===== src/rtl/mmss_pkg.sv =====
// Package for the small-secret matrix multiply-subtract block.
// Holds request/result types, command and register codes, field widths and reset values.
// No dependencies.
`timescale 1ns / 1ps
`default_nettype none

package mmss_pkg;

    localparam int CMD_W      = 2;
    localparam int INNER_W    = 10;
    localparam int COL_W      = 4;
    localparam int DATA_W     = 16;
    localparam int ROWCNT_W   = 13;
    localparam int INLEN_W    = 11;
    localparam int COLUSE_W   = 5;
    localparam int CFG_W      = 13;
    localparam int CFG_IDX_W  = 2;
    localparam int ROWCTR_W   = 12;
    localparam int LIMIT_W    = 13;
    localparam int COLLIM_W   = 7;

    localparam int DEF_MAX_INNER   = 1024;
    localparam int DEF_MAX_COLUMNS = 16;

    localparam logic [CMD_W-1:0] CMD_LOAD    = 2'd0;
    localparam logic [CMD_W-1:0] CMD_MAC     = 2'd1;
    localparam logic [CMD_W-1:0] CMD_COMBINE = 2'd2;

    localparam logic [CFG_IDX_W-1:0] REG_ROW_COUNT = 2'd0;
    localparam logic [CFG_IDX_W-1:0] REG_INNER_LEN = 2'd1;
    localparam logic [CFG_IDX_W-1:0] REG_COLS      = 2'd2;

    localparam logic [ROWCNT_W-1:0] RST_ROW_COUNT = 13'd1024;
    localparam logic [INLEN_W-1:0]  RST_INNER_LEN = 11'd1024;
    localparam logic [COLUSE_W-1:0] RST_COLS      = 5'd8;

    typedef struct packed {
        logic [CMD_W-1:0]   cmd;
        logic [INNER_W-1:0] inner_index;
        logic [COL_W-1:0]   column_index;
        logic [DATA_W-1:0]  data_value;
    } t_in_req;

    typedef struct packed {
        logic [DATA_W-1:0] result_value;
        logic [COL_W-1:0]  result_column;
        logic              last_of_matrix;
    } t_out_res;

    typedef struct packed {
        logic mac_en;
        logic comb_en;
    } t_acc_ctl;

endpackage

`default_nettype wire


===== src/rtl/mmss_acc.sv =====
// Column sum lanes, row counter and combine arithmetic.
// Depends on mmss_pkg.
`timescale 1ns / 1ps
`default_nettype none

module mmss_acc #(
    parameter int LANES = 16,
    parameter int CW    = 4
) (
    input  wire logic                               i_clk,
    input  wire logic                               i_rst_n,
    input  wire mmss_pkg::t_acc_ctl                 i_ctl,
    input  wire logic [mmss_pkg::DATA_W-1:0]        i_data,
    input  wire logic [CW-1:0]                      i_col,
    input  wire logic [mmss_pkg::COLLIM_W-1:0]      i_cols,
    input  wire logic                               i_col_last,
    input  wire logic [mmss_pkg::ROWCTR_W-1:0]      i_row_last_idx,
    input  wire logic [LANES-1:0][7:0]              i_row,
    output logic [mmss_pkg::DATA_W-1:0]             o_value,
    output logic                                    o_last
);
    import mmss_pkg::*;

    logic [DATA_W-1:0]   r_sum [LANES];
    logic [DATA_W-1:0]   n_sum [LANES];
    logic [ROWCTR_W-1:0] r_row_cnt;
    logic [ROWCTR_W-1:0] n_row_cnt;
    logic [DATA_W-1:0]   w_prod [LANES];
    logic                w_last_row;

    always_comb begin
        for (int c = 0; c < LANES; c++) begin
            w_prod[c] = i_data * {{8{i_row[c][7]}}, i_row[c]};
        end
    end

    assign w_last_row = (r_row_cnt == i_row_last_idx);
    assign o_last     = i_col_last && w_last_row;
    assign o_value    = i_data - r_sum[i_col];

    always_comb begin
        for (int c = 0; c < LANES; c++) begin
            n_sum[c] = r_sum[c];
            if (i_ctl.mac_en && (COLLIM_W'(c) < i_cols)) begin
                n_sum[c] = r_sum[c] + w_prod[c];
            end
        end
        if (i_ctl.comb_en) begin
            n_sum[i_col] = '0;
        end
        n_row_cnt = r_row_cnt;
        if (i_ctl.comb_en && i_col_last) begin
            n_row_cnt = w_last_row ? '0 : r_row_cnt + ROWCTR_W'(1);
        end
    end

    always_ff @(posedge i_clk) begin
        if (!i_rst_n) begin
            for (int c = 0; c < LANES; c++) begin
                r_sum[c] <= '0;
            end
            r_row_cnt <= '0;
        end else begin
            for (int c = 0; c < LANES; c++) begin
                r_sum[c] <= n_sum[c];
            end
            r_row_cnt <= n_row_cnt;
        end
    end

    a_wrap_row: assert property (@(posedge i_clk) disable iff (!i_rst_n)
        (i_ctl.comb_en && o_last) |=> (r_row_cnt == '0))
        else $error("row counter did not wrap after last row");

    a_row_hold: assert property (@(posedge i_clk) disable iff (!i_rst_n)
        (i_ctl.comb_en && !i_col_last && !i_ctl.mac_en) |=> $stable(r_row_cnt))
        else $error("row counter moved before last column");

endmodule

`default_nettype wire


===== config.mk =====
export PLATFORM = sky130hd
export DESIGN_NAME = mmss_acc
export DESIGN_NICKNAME = d
export VERILOG_FILES = /design/src/rtl/mmss_pkg.sv /design/src/rtl/mmss_acc.sv
export SDC_FILE = /design/constraint.sdc
export NUM_CORES = 2
export LEC_CHECK = 0
export BUFFER_PORTS_ARGS = -buffer_cell sky130_fd_sc_hd__buf_4
export CORE_UTILIZATION = 25
export CTS_BUF_LIST = sky130_fd_sc_hd__clkbuf_16
export DETAILED_ROUTE_END_ITERATION = 12
export GPL_TIMING_DRIVEN = 0
export SYNTH_ARGS = -nofsm -noshare
export SYNTH_HDL_FRONTEND = slang
export SYNTH_SLANG_ARGS = --single-unit

===== constraint.sdc =====
create_clock -name i_clk -period 5.5 [get_ports i_clk]
set_input_delay 1.1 -clock i_clk [delete_from_list [all_inputs] [get_ports i_clk]]
set_output_delay 1.1 -clock i_clk [all_outputs]
set_load 0.02 [all_outputs]

Word-level counts from Yosys, hierarchy flattened. Memory sizes are Yosys's and may differ from the RTL's. Index checks and enable logic that the tools add are counted.

Bits in registers: 12. Bits in latches: 0. Bits in writable memories: 256. Bits in read-only memories: 0. Input bits: 172. Output and inout port bits: 17. Logic and storage cells: 131. Memories: 1.

Add/subtract/negate cells: 18. $mul: 16. Div/mod/pow operators: 0. Order comparisons: 18. Eq/ne operators: 1. Shift-type cells: 0. Muxes and demuxes: 38. Bitwise gates (word level): 19. Reductions and logical operators: 19.

Memory list: r_sum (depth 16, width 16, read ports 17, clocked after memory_dff 0, wr ports 16, RTL line mmss_acc.sv:24) `logic [DATA_W-1:0] r_sum [LANES];`.

Operator list (count): 16-bit two-way mux (33); 16-bit adder (16); 256-bit bitwise AND (1); 16-bit by 8-bit multiplier with 16-bit output (16); 256-bit two-way mux (1); 256-bit inverter (1); 16-bit demux with 4-bit select (1); 4-bit by 7-bit less-than comparator with 1-bit output (first input constant) (8); 3-bit by 7-bit less-than comparator with 1-bit output (first input constant) (4); 1-bit logical AND (19); 1-bit bitwise OR (16); 16-bit subtractor (1); 1-bit by 7-bit less-than comparator with 1-bit output (first input constant) (2); 2-bit by 7-bit less-than comparator with 1-bit output (first input constant) (2); 12-bit by 1-bit adder with 12-bit output (second input constant) (1); 12-bit equality test (1); 12-bit two-way mux (1); 5-bit greater-or-equal comparator (second input constant) (1); 5-bit by 1-bit less-than comparator with 1-bit output (second input constant) (1); 4-bit inverter with 5-bit output (1); 1-bit two-way mux (2).

Depth between registers and ports, before layout.
Depth in word-level cells: 9. Depth in mapped cells: 22. Gate-level depth less buffers: 19.

Worst setup path before layout. OpenSTA, ideal clock, no wires.

Path kind: input to register. Start point: input i_data[5] (netlist bit). End point: memory r_sum[2][15]. Library setup time: 70 ps. Arrival time: 5820 ps. Required time: 5430 ps. Setup slack: -390 ps. Cell stages on the path: 19. Path buffers: 3. Cells stage by stage: clkbuf_1 -> clkbuf_1 -> clkbuf_1 -> nand2_1 -> fa_1 -> inv_1 -> fa_1 -> inv_1 -> fa_1 -> inv_1 -> fa_1 -> ha_1 -> ha_1 -> a21o_1 -> a2111oi_1 -> o211a_1 -> nor3_1 -> nand3b_1 -> a21oi_1.

RTL lines: from (decl) (RTL line mmss_acc.sv:13) `input wire logic [mmss_pkg::DATA_W-1:0] i_data,`; to (decl) (RTL line mmss_acc.sv:24).

Final worst setup path.
Start point: input i_col[0]. End point: output o_value[9] (netlist bit).

Word-level cells in the longest chain between the ends: 2.

RTL lines: from (decl) (RTL line mmss_acc.sv:14) `input wire logic [CW-1:0] i_col,`; memory read 16 x 16 bit; 16-bit subtractor (RTL line mmss_acc.sv:39) `assign o_value = i_data - r_sum[i_col];`; to (decl) (RTL line mmss_acc.sv:19) `output logic [mmss_pkg::DATA_W-1:0] o_value,`.

Every way passes these cells.

==> flow_summary.toml <==
[critical_path]
critPathMaxStageDelay_ns = 0.68
criticalPathCategory = "in2out"
cp_slowest_cell = "mux4_2"
cpLargestDelayFamily = "multiplexers"
cp_max_fo = 5
worstSetupStartpointType = "primary input"
critPathCaptureType = "primary output"
cp_data_required_time_ns = 4.40
critical_path_buf_inv_count = 4
path_cells = "buf_16 > buf_16 > mux4_2 > mux4_2 > inv_2 > ha_4 > nor2b_4 > o21ai_2 > a21oi_2 > o31a_1 > o21a_1 > a31o_4 > xor2_1 > buf_4"
critPathArrivalTime_ns = 4.46

[synthesis]
netlist_area_um2 = 64200
syn_area_per_cell_um2 = 8.96
synth_commonest_cells = "fa_1, inv_1, nand2_1"
synth_top_area_share_pct = 37.4
ys_ff_latch = 268
synth_cell_type_count = 62
synthTopCellsByArea = "fa_1, ha_1, dfxtp_1, and2_1, inv_1"
synth_top_cell_by_area = "fa_1"
synth_edf_count = 0
ys_warn_count = 0
postSynthNetCount = 9117
synthMostInstantiatedCell = "fa_1"
syn_inst = 7168
ys.flop_type = "dfxtp_1"
synth-async-reset-ratio_pct = 0
synth.yosys.seq_area_share_pct = 8.35

[clock_tree]
htreeDepth = 2
cts_tree = "done"
cts_buffers = 38
clock-sinks = 268
clk_latency_ns = 0.65
clockBufferDepth = 3
root_buffer = "clkbuf_16"
clkTransAtPathRegs_ns = 0.06

[sta]
hold_viol_final = 0
skew_ns = 0.0241
fin_hold_ws_ns = 0.471
tightest_slew_ns = 1.44
rsz0062_at_grt = "yes"
slew_viol_final = 0
slew_headroom_pct = 4.05
post-route-min-period_ns = 5.56
setup_viol = 7
fin_crit_sh_pct = 101
max_clock_freq_ghz = 0.180
setup_ws_ns = -0.0615

[floorplan]
pin_count = 189
coreArea_um2 = 255000
die_y_um = 509
die_area_um2 = 259000
start_util_pct = 25.2
row_count = 185
die_w_um = 509

[cells_and_area]
fin_nets = 9453
area_growth_syn_to_layout_pct = 16.4
drive_above_1_share_pct = 10.8
n_fill_cell = 26900
seqCellArea_um2 = 5370
final_core_util_pct = 29.3
multi_input_area_um2 = 53600

[drt]
wl_mm = 284
drtPass1Iterations = 8
drc = 0
ant_nets = 0
routedWlPerCell_um = 26.0
vias = 54800
viasPerCell = 5.00
drtIter0Drc = 6158

[grt]
grt_pass1_wl_mm = 399
grt_antenna_before_repair = 104
grt_start_max_net_pins = 20
track_usage_pct = 21.8
grt_pass1_vias = 54000
grt_remaining_overflow = 0

[run_status]
status = "complete, but fails checks"
violations = "negative setup slack"

[placement]
place_congestion = 1.01
io_buffers = 170
post-dp-hpwl_mm = 221

[power]
leakagePower_uw = 0.0353
power.density_nw_per_um2 = 535
irDropWorstVdd_v = 0.000333

[flow_run]
maxCapViolCount = 0

[min_path]
worstHoldPathType = "reg2reg"
-- worst register-to-register path, delay by kind of cell (launching register included) --
| family | cells | cell delay, ns |
|---|---|---|
| flip-flops | 1 | 0.49 |
| buffers and inverters | 4 | 0.31 |
| AO/OA/AOI/OAI | 5 | 0.81 |
| AND/OR/NAND/NOR | 2 | 0.48 |
| adder cells (fa/ha/maj) | 6 | 2.62 |
-- report_power, final --
part           switching (µW)  internal [µW]  leakage (µW)
Combinational           18500          15600        0.0325
Clock                    1190           1430      0.000595
Sequential                751           2500       0.00220
Total                   20500          19500        0.0353
-- placed cells by master (no fill, tap or decap), types with 16 or more instances in the layout --
cell / n
a21o_1: 90
nor2b_1: 28
clkbuf_16: 69
buf_4: 272
nand3b_1: 34
nand2b_1: 25
clkbuf_8: 25
nand3_1: 64
inv_1: 1167
or3_1: 42
a21boi_1: 16
nor2_1: 208
o21ai_1: 22
a21oi_1: 298
nor3_1: 101
xnor2_1: 185
ha_4: 17
and2_1: 795
xor2_1: 97
mux4_2: 79
buf_6: 24
buf_12: 37
buf_2: 29
ha_1: 551
clkbuf_2: 63
clkbuf_1: 128
fa_1: 1197
diode_2: 56
clkbuf_4: 30
o21bai_1: 24
o311ai_0: 16
xnor3_1: 31
buf_8: 18
o21ai_2: 22
nand2_1: 1063
dfxtp_1: 268
o21a_1: 64
o21ai_0: 104
-- per-stage QoR --
step	power, µW	area, µm²	instances	setup slack [ns]	setup TNS, ns
finish	40000	74800	11000	-0.0615	-0.256
global route	44100	74700	10900	-0.103	-0.783
CTS	38600	73300	10800	-0.150	-0.422
detailed placement	35300	70100	10700	-2.93	-310.49
global placement	35200	69900	10700	-2.88	-354.85
floorplan	27500	64400	7168	-0.0500	-0.315
-- worst paths after layout --
kind / from / end / slack, ns / depth (start not counted)
worst max-delay path: i_col[0] / o_value[9] / -0.06 / 14
worst min-delay path: r_sum[4][10]$_SDFF_PN0_ / r_sum[4][10]$_SDFF_PN0_ / 0.47 / 2
worst max register to register: r_sum[5][6]$_SDFF_PN0_ / r_sum[5][12]$_SDFF_PN0_ / 0.69 / 17
worst min register to register: r_sum[4][10]$_SDFF_PN0_ / r_sum[4][10]$_SDFF_PN0_ / 0.47 / 2
-- flip-flops by register name, indices dropped and copies added (netlist names) --
name and cells:
r_row_cnt 12, r_sum 256
-- kinds of logic after synthesis --
kind of cell             count (synthesis)  synth area share, %
XOR/XNOR                               324                 5.20
flip-flops                             268                 8.35
AO/OA/AOI/OAI                          770                 7.48
adder cells (fa/ha/maj)               1777                 48.7
buffers and inverters                 1546                 9.23
AND/OR/NAND/NOR                       2403                 18.3
multiplexers                            80                 2.81
-- routing by layer --
layer | vias up | global-route usage (%) | wire, µm
li1 | 22900 | - | -
met2 | 3251 | 32.3 | 120000
met5 | - | 0 | 436
met4 | 70 | 14.6 | 23000
met1 | 27600 | 27.0 | 106000
met3 | 946 | 7.06 | 35800
-- cell type report --
| cell class | count | share of cell area [%] |
|---|---|---|
| Antenna cell | 56 | 0.187 |
| Clock buffer | 39 | 1.31 |
| Buffer | 357 | 4.07 |
| Inverter | 1173 | 5.90 |
| Clock inverter | 27 | 0.313 |
| Sequential cell | 268 | 7.18 |
| Tap cell | 3366 | 5.63 |
| Timing Repair Buffer | 312 | 3.75 |
| Multi-Input combinational cell | 5354 | 71.7 |
-- what timing repair did --
item | CTS | global route
gates resized for setup | 396 | 254
setup buffers | 59 | 68
pin swaps | 24 | 70
gates cloned | 2 | 7
hold endpoints to repair | 0 | 0
endpoints found under the setup margin | 168 | 99
hold buffers | 0 | 0
(Power assumes the default switching activity.)
